[config.mk]
export PLATFORM = sky130hd
export DESIGN_NAME = ubjson_stream_parser
export DESIGN_NICKNAME = d
export VERILOG_FILES = /design/src/ubjp_pkg.sv /design/src/ubjson_stream_parser.sv
export SDC_FILE = /design/constraint.sdc
export NUM_CORES = 1
export LEC_CHECK = 0
export BUFFER_PORTS_ARGS = -buffer_cell sky130_fd_sc_hd__buf_2
export CORE_MARGIN = 2
export CORE_UTILIZATION = 45
export CTS_BUF_LIST = sky130_fd_sc_hd__clkbuf_8
export CTS_CLUSTER_DIAMETER = 80
export CTS_CLUSTER_SIZE = 10
export DETAILED_ROUTE_END_ITERATION = 12
export PLACE_DENSITY_LB_ADDON = 0.15
export SLEW_MARGIN = 20
export SYNTH_ARGS = -nofsm -noshare
export SYNTH_HDL_FRONTEND = slang
export SYNTH_SLANG_ARGS = --single-unit
[constraint.sdc]
create_clock -name clk_i -period 9.1 [get_ports clk_i]
set_input_delay 0.91 -clock clk_i [delete_from_list [all_inputs] [get_ports clk_i]]
set_output_delay 0.91 -clock clk_i [all_outputs]
set_load 0.03 [all_outputs]
[src/ubjp_pkg.sv]
// Package for the UBJSON stream parser: constants, phase and event codes.
// Used by ubjson_stream_parser; depends on nothing.
`default_nettype none
package ubjp_pkg;
  localparam int MaxDepth = 32;
  localparam int CntW = $clog2(MaxDepth + 1);
  localparam int IdxW = (MaxDepth > 1) ? $clog2(MaxDepth) : 1;

  typedef enum logic [2:0] {
    PhStart, PhFirstKey, PhKey, PhValue, PhNumber, PhStrMark, PhText, PhDone
  } phase_e;

  typedef enum logic [1:0] {
    KindInt, KindDbl, KindKeyLen, KindStrLen
  } kind_e;

  localparam logic [3:0] EvNone = 4'd0;
  localparam logic [3:0] EvObjOpen = 4'd1;
  localparam logic [3:0] EvObjClose = 4'd2;
  localparam logic [3:0] EvListOpen = 4'd3;
  localparam logic [3:0] EvListClose = 4'd4;
  localparam logic [3:0] EvNull = 4'd5;
  localparam logic [3:0] EvTrue = 4'd6;
  localparam logic [3:0] EvFalse = 4'd7;
  localparam logic [3:0] EvInt = 4'd8;
  localparam logic [3:0] EvDbl = 4'd9;
  localparam logic [3:0] EvKeyLen = 4'd10;
  localparam logic [3:0] EvKeyByte = 4'd11;
  localparam logic [3:0] EvStrLen = 4'd12;
  localparam logic [3:0] EvStrByte = 4'd13;

  localparam logic [1:0] StBusy = 2'd0;
  localparam logic [1:0] StOk = 2'd1;
  localparam logic [1:0] StErr = 2'd2;

  // Byte count of an integer marker, zero for anything else.
  function automatic logic [3:0] int_size(input logic [7:0] m);
    unique case (m)
      8'h69, 8'h55: int_size = 4'd1;
      8'h49: int_size = 4'd2;
      8'h6C: int_size = 4'd4;
      8'h4C: int_size = 4'd8;
      default: int_size = 4'd0;
    endcase
  endfunction
endpackage
`default_nettype wire

[src/ubjson_stream_parser.sv]
// UBJSON stream parser top level: one document byte in, one token word out.
// Depends on ubjp_pkg.
//
// Takes one byte per cycle and returns one token word per byte, registered
// and valid in the cycle after the byte is taken; a new byte is accepted every cycle while the output
// register is empty or being drained. Each byte touches only the top of
// the nesting stack, a flop array of ubjp_pkg::MaxDepth bits. Errors are
// sticky until a byte flagged as end of document, which also restarts the
// parser for the next document.
`default_nettype none
module ubjson_stream_parser (
  input  wire logic        clk_i,
  input  wire logic        rst_ni,
  input  wire logic        s_tvalid_i,
  output logic             s_tready_o,
  input  wire logic [7:0]  s_tdata_i,   // [7:0] in_byte
  input  wire logic        s_tlast_i,   // end_of_document
  output logic             m_tvalid_o,
  input  wire logic        m_tready_i,
  output logic [79:0]      m_tdata_o    // [3:0] event_res, [67:4] out_value,
                                        // [73:68] nest_depth, [75:74] status
);
  localparam int MD = ubjp_pkg::MaxDepth;
  localparam int CW = ubjp_pkg::CntW;
  localparam int IW = ubjp_pkg::IdxW;

  logic [MD-1:0] kinds_q, kinds_d;
  logic [CW-1:0] cnt_q, cnt_d;
  ubjp_pkg::phase_e ph_q, ph_d;
  logic pend_q, pend_d, sfirst_q, sfirst_d, err_q, err_d;
  logic [63:0] acc_q, acc_d, txt_q, txt_d;
  logic [3:0] nleft_q, nleft_d;
  ubjp_pkg::kind_e kind_q, kind_d;
  logic [3:0] ev;
  logic [63:0] val;
  logic [1:0] st;
  logic vld_q;
  logic [79:0] out_q;
  logic acc_in;
  logic [7:0] b;
  logic [3:0] isz, nl;
  logic [63:0] na;
  logic top_kind;

  assign s_tready_o = !vld_q || m_tready_i;
  assign acc_in = s_tvalid_i && s_tready_o;
  assign m_tvalid_o = vld_q;
  assign m_tdata_o = out_q;
  assign b = s_tdata_i;
  assign isz = ubjp_pkg::int_size(b);

  always_comb begin
    kinds_d = kinds_q; cnt_d = cnt_q; ph_d = ph_q; pend_d = pend_q;
    sfirst_d = sfirst_q; err_d = err_q; acc_d = acc_q; txt_d = txt_q;
    nleft_d = nleft_q; kind_d = kind_q;
    ev = ubjp_pkg::EvNone; val = '0;
    top_kind = 1'b0;
    na = '0; nl = '0;
    if (!err_q) begin
      unique case (ph_q)
        ubjp_pkg::PhStart: begin
          if (b == 8'h7B) begin
            kinds_d[0] = 1'b0; cnt_d = CW'(1); ev = ubjp_pkg::EvObjOpen;
            ph_d = ubjp_pkg::PhFirstKey;
          end else err_d = 1'b1;
        end
        ubjp_pkg::PhFirstKey, ubjp_pkg::PhKey: begin
          if (isz != 4'd0) begin
            nleft_d = isz; kind_d = ubjp_pkg::KindKeyLen;
            sfirst_d = (b != 8'h55); acc_d = '0; ph_d = ubjp_pkg::PhNumber;
          end else if (b == 8'h7D && ph_q == ubjp_pkg::PhKey) begin
            cnt_d = cnt_q - CW'(1); ev = ubjp_pkg::EvObjClose;
          end else err_d = 1'b1;
        end
        ubjp_pkg::PhValue: begin
          if (b == 8'h5D && !pend_q) begin
            cnt_d = cnt_q - CW'(1); ev = ubjp_pkg::EvListClose;
          end else if (b == 8'h5A) ev = ubjp_pkg::EvNull;
          else if (b == 8'h54) ev = ubjp_pkg::EvTrue;
          else if (b == 8'h46) ev = ubjp_pkg::EvFalse;
          else if (isz != 4'd0) begin
            nleft_d = isz; kind_d = ubjp_pkg::KindInt;
            sfirst_d = (b != 8'h55); acc_d = '0; ph_d = ubjp_pkg::PhNumber;
          end else if (b == 8'h44) begin
            nleft_d = 4'd8; kind_d = ubjp_pkg::KindDbl;
            sfirst_d = 1'b1; acc_d = '0; ph_d = ubjp_pkg::PhNumber;
          end else if (b == 8'h53) ph_d = ubjp_pkg::PhStrMark;
          else if (b == 8'h7B || b == 8'h5B) begin
            if (cnt_q >= CW'(MD)) err_d = 1'b1;
            else begin
              kinds_d[cnt_q[IW-1:0]] = (b == 8'h5B);
              cnt_d = cnt_q + CW'(1); pend_d = 1'b0;
              ev = (b == 8'h7B) ? ubjp_pkg::EvObjOpen : ubjp_pkg::EvListOpen;
              ph_d = (b == 8'h7B) ? ubjp_pkg::PhKey : ubjp_pkg::PhValue;
            end
          end else err_d = 1'b1;
        end
        ubjp_pkg::PhStrMark: begin
          if (isz != 4'd0) begin
            nleft_d = isz; kind_d = ubjp_pkg::KindStrLen;
            sfirst_d = (b != 8'h55); acc_d = '0; ph_d = ubjp_pkg::PhNumber;
          end else err_d = 1'b1;
        end
        ubjp_pkg::PhNumber: begin
          na = sfirst_q ? {{56{b[7]}}, b} : {acc_q[55:0], b};
          sfirst_d = 1'b0; acc_d = na;
          nl = (nleft_q != 4'd0) ? nleft_q - 4'd1 : 4'd0;
          nleft_d = nl;
          if (nl == 4'd0) begin
            if (kind_q == ubjp_pkg::KindInt || kind_q == ubjp_pkg::KindDbl) begin
              ev = (kind_q == ubjp_pkg::KindInt) ? ubjp_pkg::EvInt : ubjp_pkg::EvDbl;
              val = na;
            end else if (na[63]) err_d = 1'b1;
            else begin
              ev = (kind_q == ubjp_pkg::KindKeyLen) ? ubjp_pkg::EvKeyLen
                                                     : ubjp_pkg::EvStrLen;
              val = na; txt_d = na;
              if (na != '0) ph_d = ubjp_pkg::PhText;
              else if (kind_q == ubjp_pkg::KindKeyLen) begin
                pend_d = 1'b1; ph_d = ubjp_pkg::PhValue;
              end
            end
          end
        end
        ubjp_pkg::PhText: begin
          ev = (kind_q == ubjp_pkg::KindKeyLen) ? ubjp_pkg::EvKeyByte
                                                 : ubjp_pkg::EvStrByte;
          val = {56'd0, b};
          txt_d = (txt_q != '0) ? txt_q - 64'd1 : '0;
          if (txt_d == '0 && kind_q == ubjp_pkg::KindKeyLen) begin
            pend_d = 1'b1; ph_d = ubjp_pkg::PhValue;
          end
        end
        default: err_d = 1'b1;
      endcase
      // A finished value returns to the enclosing container.
      if (!err_d && (ev == ubjp_pkg::EvObjClose || ev == ubjp_pkg::EvListClose ||
          ev == ubjp_pkg::EvNull || ev == ubjp_pkg::EvTrue || ev == ubjp_pkg::EvFalse ||
          ev == ubjp_pkg::EvInt || ev == ubjp_pkg::EvDbl ||
          (ev == ubjp_pkg::EvStrLen && val == '0) ||
          (ev == ubjp_pkg::EvStrByte && txt_d == '0))) begin
        pend_d = 1'b0;
        if (cnt_d == '0 || cnt_d > CW'(MD)) ph_d = ubjp_pkg::PhDone;
        else begin
          top_kind = kinds_q[IW'(cnt_d - CW'(1))];
          ph_d = top_kind ? ubjp_pkg::PhValue : ubjp_pkg::PhKey;
        end
      end
      if (err_d) begin
        ev = ubjp_pkg::EvNone; val = '0;
      end
    end
    if (s_tlast_i) st = (!err_d && ph_d == ubjp_pkg::PhDone) ? ubjp_pkg::StOk
                                                             : ubjp_pkg::StErr;
    else st = err_d ? ubjp_pkg::StErr : ubjp_pkg::StBusy;
  end

  always_ff @(posedge clk_i or negedge rst_ni) begin
    if (!rst_ni) begin
      kinds_q <= '0; cnt_q <= '0; ph_q <= ubjp_pkg::PhStart; pend_q <= 1'b0;
      sfirst_q <= 1'b0; err_q <= 1'b0; acc_q <= '0; txt_q <= '0;
      nleft_q <= '0; kind_q <= ubjp_pkg::KindInt; vld_q <= 1'b0;
    end else begin
      if (acc_in) begin
        if (s_tlast_i) begin
          cnt_q <= '0; ph_q <= ubjp_pkg::PhStart; pend_q <= 1'b0;
          sfirst_q <= 1'b0; err_q <= 1'b0; acc_q <= '0; txt_q <= '0;
          nleft_q <= '0; kind_q <= ubjp_pkg::KindInt;
        end else begin
          cnt_q <= cnt_d; ph_q <= ph_d; pend_q <= pend_d; sfirst_q <= sfirst_d;
          err_q <= err_d; acc_q <= acc_d; txt_q <= txt_d; nleft_q <= nleft_d;
          kind_q <= kind_d;
        end
        kinds_q <= kinds_d;
        vld_q <= 1'b1;
      end else if (m_tready_i) begin
        vld_q <= 1'b0;
      end
    end
  end

  always_ff @(posedge clk_i) begin
    if (acc_in) begin
      out_q <= {4'd0, st, 6'(cnt_d), val, ev};
    end
  end
endmodule
`default_nettype wire

Yosys cells after proc, flatten, opt, wreduce, memory -nomap -nowiden:

Index checks and enable logic that the tools add are counted.

* reduce and logical (&&, ||, !) cells: 51
* bitwise operators: 9
* multiplexer cells: 178
* $lt $le $gt $ge: 5
* equal/unequal tests: 67
* $add $sub $neg: 5

Operator list (number)
* 2-to-1 mux 64 bit: 11
* 2-to-1 mux 56 bit: 9
* one-hot mux 64 bit (2 select lines): 2
* zero test 64 bit: 3
* one-hot mux 56 bit (3 select lines): 1
* nonzero test 64 bit: 2
* equality test 8 x 7 -> 1 bit, second input constant: 14
* 2-to-1 mux 6 bit: 15
* 2-to-1 mux 3 bit: 27
* 2-to-1 mux 1 bit: 64
* != test 4 bit, second input constant: 16
* subtractor 64 x 1 -> 64 bit, second input constant: 1
* 2-to-1 mux 63 bit: 1
* 2-to-1 mux 4 bit: 14
* 2-to-1 mux 2 bit: 21
* bitwise mux 32 bit: 1
* != test 2 bit, second input constant: 11
* one-hot mux 4 bit (5 select lines): 1
* != test 3 bit, second input constant: 6
* one-hot mux 6 bit (3 select lines): 1
* AND reduction 18 bit: 1
* equality test 4 x 3 -> 1 bit, second input constant: 4
* equality test 4 bit, second input constant: 4
* one-hot mux 4 bit (4 select lines): 1
* 42 further kinds: 84

* register bits after elaboration: 247
* input bits: 13
* output and inout bits: 82

Longest topological paths before layout:

* depth after elaboration: 29
* depth in mapped cells: 22
* gate-level depth less buffers: 19

Least setup slack after synthesis:

No wires, ideal clock.

* kind: input to register
* from: input port s_tdata_i[6]
* to: register ph_q[0]
* path slack: 4008 ps
* data required time: 8981 ps
* stages on the path: 18
* arrival time: 4973 ps
* path buffers: 4
* cell sequence: clkbuf_1 > nor4bb_1 > nand2_1 > a31oi_1 > and2_1 > clkbuf_1 > ha_1 > clkbuf_1 > clkbuf_1 > nor2_1 > a221oi_1 > a221oi_1 > a22oi_1 > mux2i_1 > o32a_1 > mux2i_1 > o21ai_1 > o21a_1

* word-level cells in the longest chain between the ends: 26

RTL lines
* start: declaration: line ubjson_stream_parser.sv:16 `input wire logic [7:0] s_tdata_i,`
* branches (longest 23 deep; another with subtractor 5 x 1 -> 5 bit)
* 2-to-1 mux 3 bit *: line ubjson_stream_parser.sv:137 `if (!err_d && (ev == ubjp_pkg::EvObjClose || ev == ubjp_pkg::EvListClose ||`
* 2-to-1 mux 3 bit *: line ubjson_stream_parser.sv:59 `if (!err_q) begin`
* 2-to-1 mux 3 bit *: line ubjson_stream_parser.sv:165 `if (s_tlast_i) begin`
* end signal: assignment: line ubjson_stream_parser.sv:170 `cnt_q <= cnt_d; ph_q <= ph_d; pend_q <= pend_d; sfirst_q <= sfirst_d;`
* end: declaration: line ubjson_stream_parser.sv:29 `ubjp_pkg::phase_e ph_q, ph_d;`

Mark *: on every way between the ends. The select of a mux whose other input is x is not followed.
A chain may end at the register's enable or synchronous reset.

Worst setup path in the final report:

* from: register txt_q[12]
* to: register out_q[75] (netlist: m_tdata_o[75]) (data pin)

* word-level cells in the longest chain between the ends: 15

RTL lines
* start: declaration: line ubjson_stream_parser.sv:31 `logic [63:0] acc_q, acc_d, txt_q, txt_d;`
* start signal: assignment: line ubjson_stream_parser.sv:161 `sfirst_q <= 1'b0; err_q <= 1'b0; acc_q <= '0; txt_q <= '0;`
* start signal: assignment: line ubjson_stream_parser.sv:167 `sfirst_q <= 1'b0; err_q <= 1'b0; acc_q <= '0; txt_q <= '0;`
* start signal: assignment: line ubjson_stream_parser.sv:171 `err_q <= err_d; acc_q <= acc_d; txt_q <= txt_d; nleft_q <= nleft_d;`
* branches (longest 9 deep; another with subtractor 64 x 1 -> 64 bit)
* 2-to-1 mux 3 bit *: line ubjson_stream_parser.sv:137
* 2-to-1 mux 3 bit *: line ubjson_stream_parser.sv:59
* equality test 3 bit *: line ubjson_stream_parser.sv:153 `if (s_tlast_i) st = (!err_d && ph_d == ubjp_pkg::PhDone) ? ubjp_pkg::StOk`
* logical AND 1 bit *: line ubjson_stream_parser.sv:153
* 2-to-1 mux 2 bit * (2 in series): line ubjson_stream_parser.sv:153
* via st[1]: line ubjson_stream_parser.sv:36 `logic [1:0] st;`
* end signal: assignment: line ubjson_stream_parser.sv:184 `out_q <= {4'd0, st, 6'(cnt_d), val, ev};`
* end: declaration: line ubjson_stream_parser.sv:38 `logic [79:0] out_q;`

Mark *: on every way through the listed nets, which the timed path passes. The select of a mux whose other input is x is not followed.

==> metrics <==
Synth Register Bits 247; post-CTS setup buffer count 0; CTS sink count 247; Worst Path Buf+Inv 1; CTS Buf Count 29; routed wl met2 23500 um; Most used DFF post-synth dfrtp_1; Residual DRC 0; DRT iter0 DRCs 2220; pins over their slew limit 0; all-layer global routing usage 30.4%; initial antenna violation count 1; crit-path most repeated cell or4_4; vias per cell 6.49; Peak VDD IR 0.115 mV; pre-CTS WS 3.28 ns; Filler Cell Count 3290; Vias 14800; Max Cap Viol 0; Max Clock Skew 0.0279 ns; Clk pin slew, worst setup/hold paths 0.09 ns; Fmax 184 MHz; CP delay by family, top simple AND/OR/NAND/NOR gates; Worst Path Arrival 5.80 ns; core area 33500 um^2; Seq/Total Area, Yosys 42.8%; M1 WL 24200 um; RSZ-0062 raised after global routing no; Post-synth EDFFs 76; headroom to the max-slew limit 26.6%; CP peak stage delay 0.69 ns; Pre-antenna DRT Iters 7; status finished clean; Layout Nets 1832; Worst Path Max Fanout 31; final setup margin 3.68 ns; ant diodes 0; top-area cell type share of the netlist area 27.9%; Routed met3 length 5870 um; Worst Setup Path Type reg2reg; YS warnings 0; CP cell instances or4_1 -> or4_4 -> or4_4 -> o21ai_4 -> buf_4 -> o21ai_0 -> a21o_1 -> nor4_2 -> nand4_2 -> o31ai_4 -> nand2_1 -> o22a_1; area grow syn2layout 7.26%; pin count of the biggest net entering global routing 122; most common cell after layout, fill and taps aside nand2_1; Final ANT Viol Nets 0; ys async rst share 69.2%; data required time of the worst path 9.48 ns; die height 189 um; Hold Crit Class in2async; Clock Latency Late Sink 0.62 ns; slowest CP cell or4_1; clk buf depth 3; minimum clock period 5.42 ns; synth unique cells 77; setup violators final 0; Die W 189 um; I/O pins 95; Pwr per Cell Area 215 nW/um^2; largest area contributor in the netlist dfrtp_1; die area 35600 um^2; final hold violation count 0; Root Driver clkbuf_8; CP Capture Type flip-flop; Post-Synthesis Cells 1823; commonest non-fill, non-tap cells in the layout nand2_1, dfrtp_1, o21ai_0; share of layout cells above drive strength 1 9.95%; post-route clock period utilization 59.6%; Post-CTS Resized 0; Leak 6.56 nW; worst-margin pin slew 1.09 ns; Routed WL per cell 24.1 um; RePlAce Congestion 1.03; buffers added on ports 90; total wire length 54900 um; H-tree levels 1; total congestion overflow 0; FP Rows 67; Startpoint Class flip-flop; TritonCTS clock tree done; top routing layer used met4; Power Total 3.53 mW; final setup TNS 0 ns; first-pass GRT wire length 84000 um; synthesized area 15300 um^2; Starting Density 45.8%; Hold-fix buffers, CTS 0; vias in the first global route 13400; Final HPWL DP 38600 um; Synth area leaders dfrtp_1, edfxtp_1, nand2_1, o21ai_0, a21oi_1; post-synthesis average cell area 8.42 um^2
flip-flops by register name, summed over array words and instances, names as in the netlist:
name,cells
m_tdata_o,76
txt_q,64
acc_q,56
kinds_q,32
cnt_q,6
nleft_q,4
ph_q,3
kind_q,2
err_q,1
m_tvalid_o,1
pend_q,1
sfirst_q,1
stage by stage:
stage                     cell area (um^2)  instances  hold slack [ns]  utilization [%]
after floorplan                      15400       1826            0.460                -
after global placement               15900       2229            0.475             47.5
after detailed placement             15900       2229            0.486             47.5
after CTS                            16400       2278            0.174             49.0
after global routing                 16500       2278            0.193             49.1
final                                16500       2278            0.187             49.1
cell families after synthesis:
kind of cell / after synthesis / synth area share [%]
xor gates and xnor gates: 39 / 2.23
adders and majority gates: 7 / 0.571
AOI/OAI and AO/OA: 550 / 22.9
other: 1 / 0.0244
and+or+nand+nor: 741 / 23.9
muxes: 35 / 2.31
buffers and inverters: 203 / 5.28
DFF: 247 / 42.8
final timing paths:
check	from	endpoint	slack, ns	cells past startpoint
min in group clk_i	acc_q[21]$_DFFE_PN0P_	acc_q[21]$_DFFE_PN0P_	0.50	2
min	rst_ni	kinds_q[25]$_DFFE_PN0P_	0.19	1
min reg2reg	acc_q[21]$_DFFE_PN0P_	acc_q[21]$_DFFE_PN0P_	0.50	2
max in group asynchronous	rst_ni	acc_q[40]$_DFFE_PN0P_	6.71	3
max reg2reg	txt_q[12]$_DFFE_PN0P_	m_tdata_o[75]$_DFFE_PP_	3.68	12
max	txt_q[12]$_DFFE_PN0P_	m_tdata_o[75]$_DFFE_PP_	3.68	12
synthesized netlist by cell type (8+ instances only):
cell type and instances:
nand2_1 229, dfrtp_1 171, o21ai_0 168, nor2_1 157, clkbuf_1 142, a21oi_1 128, edfxtp_1 76, nand3_1 66
nor3_1 66, o31ai_1 57, nor4_1 46, inv_1 40, mux2i_1 32, xnor2_1 31, a22o_1 25, and2_1 24
a31oi_1 22, nand4_1 22, or4_1 20, and3_1 19, or3_1 19, a221oi_1 18, o22ai_1 13, o211ai_1 12
o221ai_1 12, nor2b_1 11, a21o_1 10, nand3b_1 10, a211oi_1 9, a311oi_1 9, buf_1 9, nor3b_1 8
o21a_1 8, xor2_1 8
cell type report:
cell class | instances | area, um^2 | share of cell area [%]
Multi-Input combinational cell | 1376 | 8010 | 48.7
Clock inverter | 18 | 80.1 | 0.487
Timing Repair Buffer | 117 | 663 | 4.03
Tap cell | 448 | 561 | 3.41
Sequential cell | 247 | 6560 | 39.9
Inverter | 41 | 155 | 0.943
Clock buffer | 31 | 427 | 2.59
where the power goes:
| part | switching, mW | total [mW] | internal [mW] |
|---|---|---|---|
| Combinational | 1.05 | 1.52 | 0.464 |
| Sequential | 0.0877 | 1.29 | 1.20 |
| Clock | 0.417 | 0.730 | 0.313 |
metal layers:
layer  global-route usage (%)  vias to the layer above
met5                        0                        -
met4                     7.99                        0
met3                     6.41                      106
met2                     44.5                      827
met1                     45.4                     7145
li1                         -                     6705
worst reg2reg max path, delay by kind of cell (launching register included):
| family | cells | cell delay, ns |
|---|---|---|
| DFF | 1 | 0.47 |
| buffers and inverters | 1 | 0.45 |
| AOI/OAI and AO/OA | 5 | 1.58 |
| and+or+nand+nor | 6 | 2.68 |
(Power assumes the default switching activity.)
